[config.mk]
export PLATFORM = sky130hd
export DESIGN_NAME = dna_scale
export DESIGN_NICKNAME = d
export VERILOG_FILES = /design/src/rtl/core/dna_pkg.sv /design/src/rtl/core/dna_scale.sv
export SDC_FILE = /design/constraint.sdc
export NUM_CORES = 2
export LEC_CHECK = 0
export ABC_AREA = 1
export BUFFER_PORTS_ARGS = -buffer_cell sky130_fd_sc_hd__buf_2
export CORE_ASPECT_RATIO = 0.9
export CORE_UTILIZATION = 40
export CTS_CLUSTER_DIAMETER = 30
export DETAILED_ROUTE_END_ITERATION = 7
export GPL_TIMING_DRIVEN = 0
export PLACE_DENSITY = 0.62
export SLEW_MARGIN = 20
export SYNTH_ARGS = -nofsm -noshare
export SYNTH_HDL_FRONTEND = slang
export SYNTH_SLANG_ARGS = --single-unit
[constraint.sdc]
create_clock -name clk -period 14.1 [get_ports clk]
set_input_delay 0.705 -clock clk [delete_from_list [all_inputs] [get_ports clk]]
set_output_delay 0.705 -clock clk [all_outputs]
set_load 0.02 [all_outputs]
[src/rtl/core/dna_pkg.sv]
// Types and constants shared by the damped node acceleration block
`timescale 1ns / 1ps
package dna_pkg;

  typedef enum logic [1:0] {
    MODE_NONE  = 2'd0,
    MODE_LOCAL = 2'd1,
    MODE_COMB  = 2'd2,
    MODE_RSVD  = 2'd3
  } damp_mode_t;

  typedef enum logic [1:0] {
    REG_MODE   = 2'd0,
    REG_FACTOR = 2'd1,
    REG_FIRST  = 2'd2,
    REG_TINY   = 2'd3
  } reg_index_t;

  localparam int DIV_BITS = 33;
  localparam int PROD_W   = 51;
  // front stages + one stage per quotient bit + output register
  localparam int LATENCY  = 3 + DIV_BITS + 1;

  typedef struct packed {
    damp_mode_t  mode;
    logic [15:0] alpha;
    logic        first_step;
    logic [30:0] tiny;
  } cfg_t;

  typedef struct packed {
    logic        fixed;
    logic        presc;
    logic [31:0] pacc;
    logic [31:0] ext_out;
  } side_t;

  typedef struct packed {
    logic                valid;
    logic                neg;
    logic                ovf;
    logic [31:0]         rem;
    logic [DIV_BITS-1:0] low;
    logic [DIV_BITS-1:0] quot;
    logic [31:0]         mass;
    side_t               side;
  } div_t;

endpackage

[src/rtl/core/dna_scale.sv]
// Net force, damping scale, multiply and divider setup (three stages)
`timescale 1ns / 1ps
module dna_scale (
  input  logic          clk,
  input  logic          rst,
  input  logic          in_valid,
  input  dna_pkg::cfg_t cfg,
  input  logic [31:0]   ext_force,
  input  logic [31:0]   gravity_force,
  input  logic [31:0]   internal_force,
  input  logic [31:0]   velocity,
  input  logic [31:0]   node_mass,
  input  logic          axis_fixed,
  input  logic          axis_prescribed,
  input  logic [31:0]   prescribed_acc,
  output dna_pkg::div_t out
);
  import dna_pkg::*;

  logic [33:0] t;
  logic [32:0] tmag;
  logic [32:0] react;
  logic        t_neg, t_zero, v_neg, v_zero, e_neg, e_zero;
  logic signed [2:0] k;
  logic signed [18:0] f;
  logic signed [18:0] kal;
  logic [18:0] fabs;
  side_t       side_a;

  always_comb begin
    t = {{2{ext_force[31]}}, ext_force} + {{2{gravity_force[31]}}, gravity_force}
      - {{2{internal_force[31]}}, internal_force};
    t_neg  = t[33];
    t_zero = (t == '0);
    tmag   = t_neg ? 33'(-t) : t[32:0];
    v_neg  = velocity[31];
    v_zero = (velocity == '0);
    e_neg  = ext_force[31];
    e_zero = (ext_force == '0);
    // local damping folds sign(v) * |t| into t times a sign factor
    unique case (cfg.mode)
      MODE_LOCAL: begin
        if (cfg.first_step) k = t_zero ? 3'sd0 : 3'sd1;
        else if (tmag < {2'b00, cfg.tiny}) k = 3'sd0;
        else if (v_zero || t_zero) k = 3'sd0;
        else k = (v_neg ^ t_neg) ? -3'sd1 : 3'sd1;
      end
      MODE_COMB: begin
        k = (e_zero ? 3'sd0 : (e_neg ? -3'sd1 : 3'sd1))
          - (v_zero ? 3'sd0 : (v_neg ? -3'sd1 : 3'sd1));
      end
      default: k = 3'sd0;
    endcase
    unique case (k)
      3'sd2:   kal = $signed({2'b00, cfg.alpha, 1'b0});
      3'sd1:   kal = $signed({3'b000, cfg.alpha});
      -3'sd1:  kal = -$signed({3'b000, cfg.alpha});
      -3'sd2:  kal = -$signed({2'b00, cfg.alpha, 1'b0});
      default: kal = 19'sd0;
    endcase
    f    = 19'sd65536 + kal;
    fabs = f[18] ? 19'(-f) : f;
    react = {internal_force[31], internal_force} - {gravity_force[31], gravity_force};
    side_a.fixed = axis_fixed;
    side_a.presc = axis_prescribed;
    side_a.pacc  = prescribed_acc;
    if (!axis_fixed) side_a.ext_out = ext_force;
    else if (react[32] != react[31]) side_a.ext_out = react[32] ? 32'h8000_0000 : 32'h7fff_ffff;
    else side_a.ext_out = react[31:0];
  end

  // stage A
  logic        a_valid, a_neg;
  logic [32:0] a_tmag;
  logic [17:0] a_fmag;
  logic [31:0] a_mass;
  side_t       a_side;
  // stage B
  logic        b_valid, b_neg;
  logic [PROD_W-1:0] b_prod;
  logic [31:0] b_mass;
  side_t       b_side;
  logic [17:0] b_hi;

  always_ff @(posedge clk) begin
    if (rst) begin
      a_valid   <= 1'b0;
      b_valid   <= 1'b0;
      out.valid <= 1'b0;
    end else begin
      a_valid   <= in_valid;
      b_valid   <= a_valid;
      out.valid <= b_valid;
    end
    a_neg  <= t_neg ^ f[18];
    a_tmag <= tmag;
    a_fmag <= fabs[17:0];
    a_mass <= node_mass;
    a_side <= side_a;

    b_neg  <= a_neg;
    b_prod <= a_tmag * a_fmag;
    b_mass <= a_mass;
    b_side <= a_side;

    // quotient above 33 bits or zero mass with a nonzero numerator saturates
    out.neg  <= b_neg;
    out.ovf  <= ({14'b0, b_hi} >= b_mass) && (b_prod != '0);
    out.rem  <= ({14'b0, b_hi} >= b_mass) ? 32'd0 : {14'b0, b_hi};
    out.low  <= b_prod[DIV_BITS-1:0];
    out.quot <= '0;
    out.mass <= b_mass;
    out.side <= b_side;
  end

  assign b_hi = b_prod[PROD_W-1:DIV_BITS];

endmodule

### Word level (Yosys, flattened, before mapping)

Cells that the tools add are included.

* register bits after elaboration: 468

* $add $sub $neg: 9
* multipliers: 1
* $lt $le $gt $ge: 2
* equality and inequality tests: 7
* multiplexer cells: 16
* bitwise operators: 2
* reductions and logical operators: 6

Operator list (number)
* $mux 32: 3
* $pmux 19 s4: 1
* $logic_not 32->1: 2
* $mul 33x18->51: 1
* $reduce_bool 51->1: 1
* $logic_not 34->1: 1
* $sub 33x32->34: 1
* $add 32x32->33: 1
* $lt 33x31->1: 1
* $mux 33: 1
* $neg 33->33: 1
* $sub 32x32->33: 1
* $ge 18x32->1: 1
* $mux 3: 8
* $add 18x19->19 const A: 1
* $neg 16->19: 1
* $neg 17->19: 1
* $mux 18: 1
* $neg 18->18: 1
* $eq 3x3->1 const B: 2
* $pmux 3 s2: 1
* $eq 3x1->1 const B: 1
* $eq 3x2->1 const B: 1
* $sub 3x3->3: 1
* 7 further kinds: 8

### Depth between registers and ports, before layout

* depth after elaboration: 13
* depth in mapped cells: 55

### Least setup slack after synthesis

Ideal clock, no wire load.

* path type: reg2reg
* start: register a_tmag[7]
* end: register b_prod[48]
* library setup time: 0.136 ns
* arrival: 6.260 ns
* required time: 13.964 ns
* slack: 7.703 ns
* cell stages (with the launch flop): 29
* buffers on the path: 2
* path through: dfxtp_1 > clkbuf_1 > buf_1 > nand2_1 > fa_1 > inv_1 > fa_1 > inv_1 > fa_1 > inv_1 > fa_1 > inv_1 > fa_1 > inv_1 > fa_1 > ha_1 > nand2_1 > inv_1 > nand4_1 > nand3_1 > a21oi_1 > o21ai_0 > a21oi_1 > o21ai_0 > nand2_1 > nand2_1 > a21oi_1 > o41ai_1 > xor2_1

* word-level cells in the longest chain between the ends: 1

RTL lines
* start, declared: line dna_scale.sv:74 `logic [32:0] a_tmag;`
* start signal, assigned: line dna_scale.sv:96 `a_tmag <= tmag;`
* $mul 33x18->51: line dna_scale.sv:102 `b_prod <= a_tmag * a_fmag;`
* end signal, assigned: line dna_scale.sv:102
* end, declared: line dna_scale.sv:80 `logic [PROD_W-1:0] b_prod;`

Every way passes these cells.
A chain may end at the register's enable or synchronous reset.

### Final worst setup path

* start: register a_fmag[5]
* end: register b_prod[48]

* word-level cells in the longest chain between the ends: 1

RTL lines
* start, declared: line dna_scale.sv:75 `logic [17:0] a_fmag;`
* start signal, assigned: line dna_scale.sv:97 `a_fmag <= fabs[17:0];`
* $mul 33x18->51: line dna_scale.sv:102

Every way passes these cells.

==> impl_metrics.csv <==
group,metric,value,unit
floorplanning,floorplan.die_area,94890,µm²
logic_synthesis,yosys.area_share.xor_xnor,0.03159,
clocking,clock_root_buffer,"clkbuf_16",
worst_setup_path,critical_path.n_buffers_inverters,8,
routing,detail-route-antenna-nets,0,
placement,port-buffer-count,398,
floorplanning,floorplan.die.height,292.3,µm
grt,number_of_antenna_violations_at_the_first_check_in_global_routing,4,
logic_synthesis,synth_top_cell_by_area,"fa_1",
clocking,cts_made_buffers,83,
logic_synthesis,post_synth_and_or_nand_nor_area_fraction,0.1786,
layout,layout.cells.most_common_list,"nand2_1, inv_1, fa_1",
clocking,clkLatencyLatePin,0.67,ns
sta,clock_skew,0.04442,ns
power_and_ir_drop,maximum_ir_drop_on_the_vdd_rail,0.2249,mV
layout,drive_gt1_frac,0.1372,
logic_synthesis,syn_area_per_cell,8.216,µm²
clocking,cts_tree,"done",
grt,gr-usage-all-layers,0.2178,
routing,firstDrtPassIters,5,
clocking,cts.hold.buffers_added,0,
worst_setup_path,worst_path_dominant_cell_family,"adder cells",
worst_setup_path,r2r_setup_slack,5.56,ns
clocking,ctsResizeCount,0,
grt,globalRoute.totalOverflow,0,
sta,sum_of_negative_setup_slack,0,ns
floorplanning,core-area,92840,µm²
logic_synthesis,synth_adder_area_share,0.3654,
sta,final-setup-viol-count,0,
worst_setup_path,timing.rr.start,"a_fmag[5]",
floorplanning,ioPinCount,446,
sta,layout_min_cycle_time,8.541,ns
layout,num-nets-final,6112,
routing,viasPerCell,4.692,
logic_synthesis,synth_compound_area_frac,0.04308,
routing,num_vias,30040,
layout,finish.utilization,0.4755,
worst_setup_path,crit_required,14.68,ns
logic_synthesis,synth_cell_type_count,57,
clocking,clkTransAtPathRegs,0.06,ns
power_and_ir_drop,static-leakage-power,24.09,nW
routing,post-route-drc-count,0,
worst_setup_path,max_stage_delay,0.79,ns
sta,fin_crit_sh,0.6057,
worst_hold_path,hold-path-endpoint,"a_mass[20]",
worst_setup_path,worst_r2r_endpoint,"b_prod[48]",
layout,area_growth_syn_to_layout,17.83,%
sta,relSlewSlack,0.3544,
worst_setup_path,crit_slowest_cell,"clkbuf_1",
worst_hold_path,timing.hold.worst.class,"in2reg",
logic_synthesis,syn-cell-area,37460,µm²
clocking,post-cts-setup-buffer-count,0,
floorplanning,floorplan.rows,106,
placement,place.gp.congestion,0.9411,
floorplanning,floorplan.die.width,324.6,µm
logic_synthesis,synthesis.instances,4560,
logic_synthesis,synth_top_family_by_area,"adder cells",
worst_setup_path,critPathLaunchType,"flop",
worst_hold_path,min-delay-start,"node_mass[20]",
clocking,clock_path_buffers,3,
clocking,cts-htree-levels,3,
routing,starting_drc_count_in_detailed_routing,1942,
worst_setup_path,worst-endpoint-arrival,9.12,ns
grt,maximum_number_of_pins_on_one_net_before_global_route_repair,15,
floorplanning,starting_utilization_of_the_core_area,0.4035,
worst_hold_path,hold_path_depth,1,
placement,place_hpwl,84.53,mm
logic_synthesis,post-synth-top-area-fraction,0.2832,
sta,max_slew.worst_pin.slew,0.9684,ns
routing,wl,102.6,mm
grt,grt_pass1_wl,161.2,mm
sta,achievable-frequency,117.1,MHz
sta,slew_viol_final,0,
clocking,tritoncts_num_sinks,454,
sta,unrepaired_setup_endpoints_after_global_routing,"false",
sta,hold_viol,0,
worst_setup_path,crit_fanout,10,
logic_synthesis,synth.top_cells.by_area,"fa_1, dfxtp_1, nand2_1",
grt,first_global_vias,29780,
run,maxCapViolCount,0,
logic_synthesis,part_of_the_yosys_area_used_for_sequential_elements,0.2426,
layout,mostFrequentLayoutCell,"nand2_1",
worst_setup_path,worstSetupPathType,"reg2reg",
worst_setup_path,crit_path_end_kind,"flop",
worst_setup_path,r2r_cells,28,
logic_synthesis,synthMuxAreaShare,0,
outcome,outcome,"complete, no violations",
logic_synthesis,synthesis.yosys.warnings,0,
power_and_ir_drop,ratio_of_total_power_to_cell_area,247.7,nW/µm²
routing,detail_route.wl_per_cell,16.02,µm
logic_synthesis,ys_ff_latch,454,
==> layer usage <==
layer	track usage	routed length (µm)	vias up	part of all wire
met2	0.3537	46640	1086	0.45
met1	0.2910	44580	14330	0.43
li1	-	-	14470	-
met5	0	0	-	0
met4	0.05614	2375	0	0.023
met3	0.05154	8955	158	0.087
==> registers in the layout, indices dropped and copies added, names as in the netlist <==
register / flops
b_side: 66
b_mass: 32
a_valid: 1
b_neg: 1
a_mass: 32
a_tmag: 33
out: 152
a_side: 66
a_neg: 1
b_valid: 1
a_fmag: 18
b_prod: 51
==> through the flow <==
stage	area [µm²]	setup WS, ns	hold WS, ns	power [W]	std cells
2_1_floorplan	37640	7.703	0.3096	0.006898	4606
3_3_place_gp	41180	5.653	0.3099	0.008782	6246
3_5_place_dp	41180	5.618	0.3121	0.008896	6246
4_1_cts	44140	5.610	0.1035	0.01101	6401
5_1_grt	44140	5.248	0.1095	0.01202	6401
6_report	44140	5.559	0.1421	0.01093	6402
==> Yosys cell counts (all sizes together) <==
| master | instances |
|---|---|
| and2 | 2 |
| inv | 1103 |
| and3 | 1 |
| o21ai | 50 |
| a211oi | 4 |
| nand4 | 39 |
| a21boi | 1 |
| o41ai | 1 |
| o22ai | 1 |
| xnor2 | 41 |
| nand3b | 16 |
| nand3 | 138 |
| a311oi | 1 |
| a32oi | 1 |
| a31oi | 21 |
| buf | 72 |
| fa | 530 |
| a21oi | 136 |
| nor4 | 32 |
| nor3 | 24 |
| a22oi | 30 |
| o21a | 9 |
| clkbuf | 142 |
| or2 | 4 |
| o221ai | 5 |
| clkinv | 4 |
| or4 | 1 |
| ha | 246 |
| xor2 | 92 |
| a21o | 4 |
| nand2 | 1152 |
| nor2 | 190 |
| a2111oi | 1 |
| o211ai | 3 |
| o221a | 1 |
| dfxtp | 454 |
| conb | 1 |
| o21bai | 6 |
| a221oi | 1 |
==> power by group <==
group | total, W | switching (W) | internal, W
Clock | 0.00204 | 0.000789 | 0.00125
Combinational | 0.00716 | 0.00460 | 0.00256
Sequential | 0.00174 | 0.000102 | 0.00164
==> area by class of cell <==
type	count	area, µm²
inverters	1107	4158
diodes	1	2.502
plain buffers	214	1036
well taps	1242	1554
clock buffers	89	2130
clock inverters	66	830.8
multi-input cells	2831	23350
fillers	9214	48690
repair buffers	398	1992
flip-flops and latches	454	9089
==> worst max path at each step <==
| stage | start | endpoint | slack, ns | depth (start not counted) |
|---|---|---|---|---|
| floorplan | a_tmag[7] | b_prod[48] | 7.70 | 28 |
| global placement | a_fmag[5] | b_prod[48] | 5.65 | 28 |
| detailed placement | a_tmag[7] | b_prod[48] | 5.62 | 28 |
| CTS | a_tmag[7] | b_prod[48] | 5.61 | 28 |
| global route | a_tmag[7] | b_prod[48] | 5.25 | 28 |
| finish | a_fmag[5] | b_prod[48] | 5.56 | 28 |
==> worst reg2reg max path: cells and delay by family, from the launching register on <==
family | cells | cell delay, ns
fa+ha+maj | 7 | 3.52
compound gates | 6 | 1.86
buf+inv | 8 | 1.73
simple gates | 6 | 0.82
flops | 1 | 0.31
xor+xnor | 1 | 0.21
==> kinds of logic (layout without fill, tap and decap cells) <==
| logic type | count (synthesis) | count (layout) |
|---|---|---|
| DFF | 454 | 454 |
| and+or+nand+nor | 1599 | 1599 |
| AOI/OAI and AO/OA | 276 | 276 |
| adders and majority gates | 776 | 776 |
| other | 1 | 48 |
| buffers and inverters | 1321 | 1874 |
| xor gates and xnor gates | 133 | 133 |
No activity file was read; power rests on OpenSTA's default activity.
