[src/rtl/core/dna_pkg.sv]
// Types and constants shared by the damped node acceleration block
`timescale 1ns / 1ps
package dna_pkg;

  typedef enum logic [1:0] {
    MODE_NONE  = 2'd0,
    MODE_LOCAL = 2'd1,
    MODE_COMB  = 2'd2,
    MODE_RSVD  = 2'd3
  } damp_mode_t;

  typedef enum logic [1:0] {
    REG_MODE   = 2'd0,
    REG_FACTOR = 2'd1,
    REG_FIRST  = 2'd2,
    REG_TINY   = 2'd3
  } reg_index_t;

  localparam int DIV_BITS = 33;
  localparam int PROD_W   = 51;
  // front stages + one stage per quotient bit + output register
  localparam int LATENCY  = 3 + DIV_BITS + 1;

  typedef struct packed {
    damp_mode_t  mode;
    logic [15:0] alpha;
    logic        first_step;
    logic [30:0] tiny;
  } cfg_t;

  typedef struct packed {
    logic        fixed;
    logic        presc;
    logic [31:0] pacc;
    logic [31:0] ext_out;
  } side_t;

  typedef struct packed {
    logic                valid;
    logic                neg;
    logic                ovf;
    logic [31:0]         rem;
    logic [DIV_BITS-1:0] low;
    logic [DIV_BITS-1:0] quot;
    logic [31:0]         mass;
    side_t               side;
  } div_t;

endpackage

[src/rtl/core/dna_div_stage.sv]
// One quotient bit of the pipelined restoring divider
`timescale 1ns / 1ps
module dna_div_stage (
  input  logic          clk,
  input  logic          rst,
  input  dna_pkg::div_t din,
  output dna_pkg::div_t dout
);
  import dna_pkg::*;

  logic [32:0] trial;
  logic        ge;

  assign trial = {din.rem, din.low[DIV_BITS-1]};
  // zero mass yields no quotient bits; a nonzero numerator is already flagged
  assign ge    = (din.mass != '0) && (trial >= {1'b0, din.mass});

  always_ff @(posedge clk) begin
    if (rst) begin
      dout.valid <= 1'b0;
    end else begin
      dout.valid <= din.valid;
    end
    dout.neg  <= din.neg;
    dout.ovf  <= din.ovf;
    dout.rem  <= ge ? 32'(trial - {1'b0, din.mass}) : trial[31:0];
    dout.low  <= {din.low[DIV_BITS-2:0], 1'b0};
    dout.quot <= {din.quot[DIV_BITS-2:0], ge};
    dout.mass <= din.mass;
    dout.side <= din.side;
  end

endmodule

[config.mk]
export PLATFORM = sky130hd
export DESIGN_NAME = dna_div_stage
export DESIGN_NICKNAME = d
export VERILOG_FILES = /design/src/rtl/core/dna_pkg.sv /design/src/rtl/core/dna_div_stage.sv
export SDC_FILE = /design/constraint.sdc
export NUM_CORES = 1
export LEC_CHECK = 0
export BUFFER_PORTS_ARGS = -buffer_cell sky130_fd_sc_hd__buf_4
export CELL_PAD_IN_SITES_DETAIL_PLACEMENT = 0
export CELL_PAD_IN_SITES_GLOBAL_PLACEMENT = 1
export CORE_AREA = 2 2 155 157
export DETAILED_ROUTE_END_ITERATION = 7
export DIE_AREA = 0 0 157 159
export HOLD_SLACK_MARGIN = 0.1
export MAX_ROUTING_LAYER = met4
export PLACE_DENSITY_LB_ADDON = 0.08
export REMOVE_ABC_BUFFERS = 1
export SYNTH_ARGS = -nofsm -noshare
export SYNTH_HDL_FRONTEND = slang
export SYNTH_SLANG_ARGS = --single-unit
[constraint.sdc]
create_clock -name clk -period 6.7 [get_ports clk]
set_clock_uncertainty 0.05 [all_clocks]
set_input_delay 1.34 -clock clk [delete_from_list [all_inputs] [get_ports clk]]
set_output_delay 1.34 -clock clk [all_outputs]
set_load 0.05 [all_outputs]
---- Yosys cells after proc, flatten, opt, wreduce, memory -nomap -nowiden ----
Cells that the tools add are included.
storage, ports and cells
  bits in registers ....................... 198
  bits in latches ......................... 0
  RAM bits ................................ 0
  ROM bits ................................ 0
  bits of input ports ..................... 201
  output and inout port bits .............. 199
  logic and storage cells ................. 16
  memories ................................ 0
cells by class
  add/sub/neg operators ................... 1
  multipliers ............................. 0
  divide/modulo/power cells ............... 0
  order comparisons ....................... 1
  equality and inequality tests ........... 0
  shifts and indexed selects .............. 0
  multiplexer cells ....................... 1
  bitwise logic cells ..................... 0
  reductions and logical operators ........ 2
operators by type and width
  operator             number
  $ge A33 B32 Y1       1
  $mux W32             1
  $reduce_bool A32 Y1  1
  $sub A32 B32 Y32     1
  $logic_and A1 B1 Y1  1

---- Depth between registers and ports, before layout ----
Gate-level depths: netlist of the first run.
  word-level depth ........................ 3
  mapped depth ............................ 12

---- Worst setup path after synthesis of the first run ----
No wires, ideal clock.
  kind .................................... input to register
  from .................................... input port din[163] (netlist name)
  to ...................................... register dout[190] (netlist name)
  setup time .............................. 121 ps
  arrival ................................. 3562 ps
  required time ........................... 6529 ps
  setup slack ............................. 2967 ps
  cell stages on the path ................. 11
  cell sequence ........................... inv_1 > ha_1 > fa_1 > nand2b_1 > a21oi_1 > nor4_1 > o31a_1 > o31ai_2 > a221oi_1 > xnor2_1 > mux2_4
on the way
  cells in the longest elaborated chain, start to end .. 3
RTL lines
  element              RTL line             text
  start, declared      dna_div_stage.sv:6   input dna_pkg::div_t din,
  $ge A33 B32 Y1       dna_div_stage.sv:16  assign ge = (din.mass != '0) && (trial >= {1'b0, din.mass});
  $logic_and A1 B1 Y1  dna_div_stage.sv:16
  $mux W32 (*)         dna_div_stage.sv:26  dout.rem <= ge ? 32'(trial - {1'b0, din.mass}) : trial[31:0];
  end, declared        dna_div_stage.sv:7   output dna_pkg::div_t dout
Every way passes the cells marked *; elsewhere a longest branch is shown, timed or not.
A chain may end at the register's enable or synchronous reset.

---- Worst setup path after layout of the first run ----
  from .................................... input port din[70] (netlist name)
  to ...................................... register dout[183] (netlist name)
on the way
  cells in the longest elaborated chain, start to end .. 3
RTL lines
  element                                                RTL line
  $ge A33 B32 Y1 or $reduce_bool A32 Y1 (tied branches)  dna_div_stage.sv:16
  $logic_and A1 B1 Y1                                    dna_div_stage.sv:16
  $mux W32 (*)                                           dna_div_stage.sv:26
Marks and branches as above.

==> flow_metrics.tcl, run 1 <==
set metrics [dict create \
    port-buffer-count 397 \
    ir_drop_mv 0.123 \
    grt_setup_unrepaired "false" \
    synth_most_common_cell "dfxtp_1" \
    synth_cell_types 54 \
    postCtsSetupBuffers 0 \
    fin_crit_ns 4.20 \
    power.total_w 0.00322 \
    ys_ff_latch 198 \
    grt.overflow.total 0 \
    largest_register_ffs 198 \
    postLayoutCellArea_mm2 0.0103 \
    htreeDepth 4 \
    top_register "dout" \
    cp_data_arrival_time_ns 4.46 \
    ctsLongestPathBuffers 2 \
    synth_common_cells "dfxtp_1 (198), inv_1 (39), ha_1 (32), a21oi_1 (28), mux2_4 (25)" \
    crit_start "din[70]" \
    place_congestion 0.852 \
    drive_gt1_share_pct 50.3 \
    die_x_um 157 \
    via_count 5304 \
    maxCapViolations 0 \
    synth_edf_count 0 \
    first_iter_violations 168 \
    slew_violations 0 \
    cts_buffers 17 \
    insertedDiodeCount 0 \
    yosys-top-cells-area "dfxtp_1 (62%), ha_1 (6.3%), mux2_4 (5.9%)" \
    hp-start "din[40]" \
    start_util_pct 27.4 \
    wl_per_cell_um 18.0 \
    clock-root-buffer "clkbuf_16" \
    worst_pin_slew_ns 0.714 \
    vias_per_cell 4.22 \
    end_kind "flop" \
    fin_util_pct 44.5 \
    ant_nets 0 \
    fin_nets 1158 \
    grt_pass1_vias 5467 \
    avgSynthCellArea_um2 12.3 \
    grt_max_degree 23 \
    p_leak_nw 5.01 \
    placed_area_mm2 0.00968 \
    rows 56 \
    yosysTopAreaCell "dfxtp_1" \
    final_min_period_over_clock_period_pct 62.6 \
    outcome "completed" \
    routed_wl_mm 22.6 \
    clk_pin_slew_ns 0.09 \
    coreArea_mm2 0.0232 \
    crit_fanout 19 \
    dieArea_mm2 0.0250 \
    crit_type "input port to flop" \
    holdCritPathClass "input port to flop" \
    grt_pass1_wl_mm 32.9 \
    finalSetupViolCount 0 \
    io_pins 400 \
    max_slew_margin_pct 52.4 \
    drcViolationCount 0 \
    syn_inst 518 \
    antenna_found_initial 0 \
    yosys_warnings 0 \
    reg.largest.list "dout: 198 flops" \
    clock-sinks 198 \
    fin_setup_tns_ns 0 \
    hold_viol_final 0 \
    holdBufCountCts 0 \
    synth.cell_area_mm2 0.00636 \
    dr.pass1.iters 4 \
    synth.top_cell.area_share_pct 62.3 \
    powerDensity_mw_per_mm2 312 \
    grt_usage_pct 18.2 \
    ys_async_sr_fraction_pct 0 \
    synth_seq_area_share_pct 62.3 \
    cts_tree "yes" \
    area_growth_pct 62.0 \
    fmax_mhz 238 \
    die_height_um 159 \
    ys.flop_type "dfxtp_1" \
    cts-resized-gates 0 \
    start_kind "input port" \
    critPathRequiredTime_ns 6.97 \
    place_hpwl_mm 18.7 \
]
## metrics by stage
stage                     hold slack [ns]  worst slack (ns)  cells
final                               0.945              2.50   1256
after global routing                0.917              2.27   1256
after CTS                           0.923              2.44   1256
after detailed placement             1.40              1.97   1224
after global placement               1.40              2.00   1224
after floorplan                      1.32              2.56    507
## final cells by class
type                       count  area [um2]
clock buffer                  18         439
inverter                      39         146
fill                        2226       12900
tap                          319         399
clock inverter                14         188
sequential                   198        3960
timing repair buffer         398        2990
multi-input combinational    270        2190
## critical path: stages
cell,delay [ns]
buf_4,0.09
inv_1,0.04
ha_1,0.34
a21oi_1,0.20
nand2_1,0.12
o21ai_2,0.29
a2111oi_4,0.13
nor2_2,0.36
o21ai_2,0.13
a31oi_4,0.61
buf_4,0.46
mux2_4,0.33
## power by group
part / internal (W) / total (W) / leakage (nW) / switching (W)
Combinational: 0.000320 / 0.000864 / 3.04 / 0.000544
Sequential: 0.00127 / 0.00130 / 1.67 / 0.0000268
Clock: 0.000524 / 0.00106 / 0.302 / 0.000531
## final timing paths
kind                   endpoint  cells after the start  slack (ns)
worst max-delay path  dout[183]                     12        2.50
worst min-delay path   dout[40]                      1        0.95
## cell families after synthesis
logic type	count (synthesis)	share of synthesized area (%)
fa+ha+maj	33	6.61
xor+xnor	28	3.85
other cells	1	0.0589
compound gates	84	9.14
buf+inv	50	3.36
flops	198	62.3
simple gates	93	7.79
mux	31	6.90
## per-layer routing
layer | global-route usage (%) | wire [um] | vias up
met5 | - | 0 | -
met4 | 4.50 | 272 | 0
met3 | 5.66 | 1730 | 17
met2 | 32.7 | 12000 | 218
met1 | 19.2 | 8520 | 2473
li1 | - | - | 2596
## cells in the final DEF, fill, tap and decap left out, drive strengths merged, types with 3 or more instances in the layout
cell    Yosys  final
buf         4    398
dfxtp     198    198
inv        39     46
ha         32     32
a21oi      28     28
mux2       28     28
xnor2      20     20
nor2       20     20
clkbuf      7     18
o21ai      17     17
nand2      16     16
nor4       13     13
a21o       10     10
nand4       9      9
nand3       8      8
xor2        8      8
clkinv      0      7
nand2b      6      6
a31oi       6      6
or2         4      4
and3        4      4
nor2b       4      4
nor3        3      3
o211ai      3      3
mux2i       3      3
o31ai       3      3
(Power assumes the default switching activity.)
==> run 2: changes to the inputs <==
--- a/config.mk
+++ b/config.mk
@@ -5,12 +5,13 @@
 export SDC_FILE = /design/constraint.sdc
 export NUM_CORES = 1
 export LEC_CHECK = 0
+export ABC_AREA = 1
 export BUFFER_PORTS_ARGS = -buffer_cell sky130_fd_sc_hd__buf_4
 export CELL_PAD_IN_SITES_DETAIL_PLACEMENT = 0
 export CELL_PAD_IN_SITES_GLOBAL_PLACEMENT = 1
-export CORE_AREA = 2 2 155 157
+export CORE_MARGIN = 2
+export CORE_UTILIZATION = 27
 export DETAILED_ROUTE_END_ITERATION = 7
-export DIE_AREA = 0 0 157 159
 export HOLD_SLACK_MARGIN = 0.1
 export MAX_ROUTING_LAYER = met4
 export PLACE_DENSITY_LB_ADDON = 0.08
==> constraint.sdc (replaced) <==
create_clock -name clk -period 3.5 [get_ports clk]
set_clock_uncertainty 0.05 [all_clocks]
set_input_delay 0.7 -clock clk [delete_from_list [all_inputs] [get_ports clk]]
set_output_delay 0.7 -clock clk [all_outputs]
set_load 0.05 [all_outputs]
==> run 2 against run 1 <==
Effect of this change: synthesized cell count rose by 77%; sequential share of layout area decreased by 3.3 points; global-route usage up 2.9 points; total power grew 92%.
==> flow_metrics.tcl, run 2 <==
set metrics [dict create \
    io_pins 400 \
    outcome "completed" \
    clock-root-buffer "clkbuf_16" \
    clock-sinks 198 \
    grt_setup_unrepaired "false" \
    rows 60 \
    grt.overflow.total 0 \
    first_iter_violations 252 \
    place_hpwl_mm 24.9 \
    grt_max_degree 33 \
    via_count 6800 \
    grt_pass1_wl_mm 42.4 \
    vias_per_cell 4.04 \
    finalSetupViolCount 0 \
    ant_nets 0 \
    start_util_pct 27.2 \
    fin_crit_ns 2.48 \
    holdBufCountCts 0 \
    layout_commonest_cell "buf_4" \
    antenna_found_initial 3 \
    crit_type "input port to flop" \
    cp_data_arrival_time_ns 2.79 \
    seqPwrFrac_pct 40.0 \
    yosysTopAreaCell "dfxtp_1" \
    avgSynthCellArea_um2 7.95 \
    drive_gt1_share_pct 33.3 \
    clk_pin_slew_ns 0.09 \
    ir_drop_mv 0.285 \
    hold_depth 1 \
    place_ws_ns 0.550 \
    synth_edf_count 0 \
    reg.largest.list "dout: 198 flops" \
    whs_ns 0.310 \
    synth_cell_types 27 \
    drcViolationCount 0 \
    dr.pass1.iters 4 \
    place_congestion 0.848 \
    cts_buffers 17 \
    grt_usage_pct 21.1 \
    holdCritPathClass "input port to flop" \
    ys.flop_type "dfxtp_1" \
    setup_ws_ns 1.02 \
    final.fill_count 2842 \
    syn_inst 916 \
    crit_fanout 22 \
    cts-resized-gates 0 \
    stdcell_count 1685 \
    htreeDepth 4 \
    p_int_w 0.00395 \
    cts_tree "yes" \
    routed_wl_mm 29.3 \
    fin_setup_tns_ns 0 \
    postCtsSetupBuffers 0 \
    p_sw_share_pct 36.0 \
    ys_ff_latch 198 \
    p_leak_nw 6.24 \
    combPwrFrac_pct 27.4 \
    end_kind "flop" \
    wl_per_cell_um 17.4 \
    synth.cell_area_mm2 0.00728 \
    coreArea_mm2 0.0267 \
    die_height_um 168 \
    final_min_period_over_clock_period_pct 70.7 \
    top_register "dout" \
    synth_most_common_cell "nand2_1" \
    yosys-top-cells-area "dfxtp_1 (54%), nand2_1 (16%), inv_1 (8.7%)" \
    area_growth_pct 55.1 \
    ys_async_sr_fraction_pct 0 \
    ctsLongestPathBuffers 2 \
    synth_seq_area_share_pct 54.4 \
    hold_viol_final 0 \
    place_inst 1650 \
    clkPwrFrac_pct 32.6 \
    largest_register_ffs 198 \
    grt_pass1_vias 6688 \
    port-buffer-count 397 \
    synth_common_cells "nand2_1 (319), dfxtp_1 (198), inv_1 (169), nand3_1 (66), nor2_1 (46)" \
    fmax_mhz 404 \
    critPathRequiredTime_ns 3.82 \
    die_x_um 168 \
    yosys_warnings 0 \
    fin_nets 1562 \
    power.switching_w 0.00223 \
    start_kind "input port" \
    dieArea_mm2 0.0283 \
    synth.top_cell.area_share_pct 54.4 \
    maxCapViolations 0 \
    slew_violations 0 \
    powerDensity_mw_per_mm2 547 \
    final_cell_mix "buf_4 (403), nand2_1 (319), dfxtp_1 (198)" \
]
## run 2: path summary, 6_finish.rpt
check  slack [ns]  startpoint        end
max          1.02     din[89]  dout[174]
min          0.31    din[152]  dout[153]
## run 2: power by group through the flow
stage	Sequential, W	Clock, W	Combinational [W]
4_1_cts	0.00248	0.00208	0.00172
3_3_place_gp	0.00253	0	0.00171
5_1_grt	0.00249	0.00217	0.00182
2_1_floorplan	0.00315	0	0.000426
3_5_place_dp	0.00253	0	0.00171
6_report	0.00248	0.00202	0.00169
## run 2: cell families (layout without fill, tap and decap cells)
| family | after synthesis | after routing | synth area share, % |
|---|---|---|---|
| AO/OA/AOI/OAI | 22 | 22 | 1.67 |
| buffers and inverters | 182 | 607 | 9.91 |
| other | 1 | 4 | 0.0515 |
| XOR/XNOR | 14 | 14 | 1.68 |
| AND/OR/NAND/NOR | 466 | 466 | 26.5 |
| flip-flops | 198 | 198 | 54.4 |
| adder cells (fa/ha/maj) | 33 | 33 | 5.77 |
## run 2: worst max-delay path, cell delays in order
cell     delay, ns
buf_4         0.08
inv_1         0.06
ha_1          0.38
nand2_1       0.12
nor2_1        0.21
nand2_1       0.12
nor2_1        0.22
nand2_1       0.10
nand2_1       0.09
a21oi_2       0.06
nand2_4       0.10
buf_4         0.29
nand3_1       0.14
nand2_1       0.10
## run 2: per-layer routing
metal / up-vias / GRT usage [%] / part of all wire (%)
met5: - / - / 0
met4: 0 / 5.28 / 1.5
met3: 18 / 5.20 / 5.6
met2: 199 / 35.5 / 49
met1: 3004 / 25.3 / 44
li1: 3579 / - / -
## run 2: cell type report
class	count	area (um2)	area share (%)
clock inverter	14	183	1.62
antenna	3	7.51	0.0665
sequential	198	3960	35.1
inverter	171	642	5.68
timing repair buffer	404	3050	27.0
multi-input combinational	536	2600	23.0
clock buffer	18	429	3.80
tap	341	427	3.78
## run 2: per-stage QoR
| stage | power, W | util [%] | cell area [um2] |
|---|---|---|---|
| floorplan | 0.00358 | - | 7200 |
| global placement | 0.00424 | 39.9 | 10700 |
| detailed placement | 0.00424 | 39.9 | 10700 |
| CTS | 0.00628 | 42.2 | 11300 |
| global route | 0.00647 | 42.3 | 11300 |
| finish | 0.00618 | 42.3 | 11300 |
==> run 3: changes to the inputs <==
==> constraint.sdc (replaced) <==
create_clock -name clk -period 2.1 [get_ports clk]
set_clock_uncertainty 0.05 [all_clocks]
set_input_delay 0.42 -clock clk [delete_from_list [all_inputs] [get_ports clk]]
set_output_delay 0.42 -clock clk [all_outputs]
set_load 0.05 [all_outputs]
==> run 3 against run 2 <==
Effect of this change: via count up 17%; die area unchanged; clock power up 70%; clock-buffer cell count down 1.
==> flow_metrics.tcl, run 3 (synthesis results as in run 2) <==
set metrics [dict create \
    outcome "completed" \
    port-buffer-count 397 \
    fmax_mhz 519 \
    die_height_um 168 \
    hold_depth 3 \
    min_to "dout[193]" \
    postLayoutCellArea_mm2 0.0139 \
    clock-root-buffer "clkbuf_16" \
    htreeDepth 4 \
    crit_start "din[70]" \
    critPathRequiredTime_ns 2.39 \
    dieArea_mm2 0.0283 \
    worst_path_max_delay_cell "ha_1" \
    clock-sinks 198 \
    maxCapViolations 0 \
    drcViolationCount 0 \
    fin_crit_ns 1.93 \
    vias_per_cell 4.04 \
    cp_common_cell "nand2_1" \
    path_delay_family "simple AND/OR/NAND/NOR gates" \
    crit_type "input port to flop" \
    holdCritPathClass "input port to flop" \
    largest_register_ffs 198 \
    stdcell_count 1971 \
    cts_buffers 17 \
    grt_max_degree 21 \
    dr.pass1.iters 4 \
    crit_fanout 9 \
    crit_buf_inv 5 \
    ant_nets 0 \
    first_iter_violations 328 \
    routed_wl_mm 32.6 \
    clk_pin_slew_ns 0.09 \
    start_kind "input port" \
    via_count 7955 \
    end_kind "flop" \
    grt_usage_pct 23.6 \
    final_min_period_over_clock_period_pct 91.7 \
    slew_violations 0 \
    start_util_pct 27.2 \
    layout_commonest_cell "buf_4" \
    hold_viol_final 0 \
    powerDensity_mw_per_mm2 788 \
    reg.largest.list "dout: 198 flops" \
    wl_per_cell_um 16.6 \
    grt_setup_unrepaired "false" \
    setup_ws_ns 0.174 \
    drive_gt1_share_pct 35.6 \
    p_leak_nw 7.55 \
    cp_data_arrival_time_ns 2.21 \
    place_inst 1779 \
    die_x_um 168 \
    ctsLongestPathBuffers 2 \
    grt_pass1_vias 8250 \
    ir_drop_mv 0.485 \
    io_pins 400 \
    fin_nets 1852 \
    crit_chain "buf_4 -> inv_1 -> ha_1 -> buf_4 -> nand2_1 -> nand2_1 -> inv_1 -> nand2_1 -> nand2_1 -> nand3_2 -> nand2_2 -> nand2_2 -> nand3_2 -> nand2_4 -> buf_4 -> nand3_1 -> nand2_1" \
    grt_pass1_wl_mm 48.3 \
    coreArea_mm2 0.0267 \
    hp-start "din[192]" \
    antenna_found_initial 0 \
    place_hpwl_mm 25.7 \
    top_register "dout" \
    area_growth_pct 90.9 \
    place_congestion 0.814 \
    rows 60 \
    power.total_w 0.0110 \
    grt.overflow.total 0 \
    cts_tree "yes" \
    place_ws_ns -0.323 \
    insertedDiodeCount 0 \
    placed_area_mm2 0.0117 \
    final_cell_mix "buf_4 (530), nand2_1 (319), dfxtp_1 (198)" \
    finalSetupViolCount 0 \
    max_stage_delay_ns 0.29 \
]
-- run 3: cell type report --
| class | instances | area, um2 |
|---|---|---|
| timing repair buffer | 694 | 5650 |
| fill | 2627 | 12800 |
| inverter | 171 | 642 |
| multi-input combinational | 536 | 2610 |
| clock buffer | 17 | 425 |
| clock inverter | 14 | 181 |
| tap | 341 | 427 |
| sequential | 198 | 3960 |
-- run 3: where the power goes --
group	internal, W	switching [W]	total (W)	leakage [nW]
logic	0.00136	0.00203	0.00339	5.59
registers	0.00405	0.0000880	0.00414	1.67
clock network	0.00172	0.00171	0.00343	0.296
total	0.00713	0.00383	0.0110	7.55
-- run 3: repair_timing --
| item | 4_1_cts | 5_1_grt |
|---|---|---|
| hold buffers | 161 | 0 |
| hold endpoints to repair | 161 | 0 |
| setup endpoints to repair | 0 | 24 |
| resized for setup | 0 | 5 |
| setup buffers | 0 | 0 |
-- run 3: worst max-delay path by stage --
stage / endpoint / slack [ns] / depth (start not counted)
6_report: dout[185] / 0.17 / 17
5_1_grt: dout[174] / 0.0009 / 17
4_1_cts: dout[192] / 0.13 / 13
3_5_place_dp: dout[192] / -0.32 / 13
3_3_place_gp: dout[192] / -0.31 / 13
2_1_floorplan: dout[166] / -0.13 / 7
-- run 3: stage by stage --
step	utilization [%]	hold WS (ns)	setup TNS (ns)
finish	52.0	0.122	0
global route	52.0	0.110	0
CTS	52.0	0.109	0
detailed placement	43.7	0.476	-8.44
global placement	43.7	0.475	-8.15
floorplan	-	0.398	-4.20
-- run 3: metal layers --
| metal | vias to the layer above | share of wire (%) | global-route usage (%) |
|---|---|---|---|
| li1 | 4161 | - | - |
| met1 | 3527 | 43 | 28.3 |
| met2 | 223 | 49 | 40.3 |
| met3 | 44 | 4.9 | 4.02 |
| met4 | 0 | 2.7 | 7.68 |
| met5 | - | 0 | - |
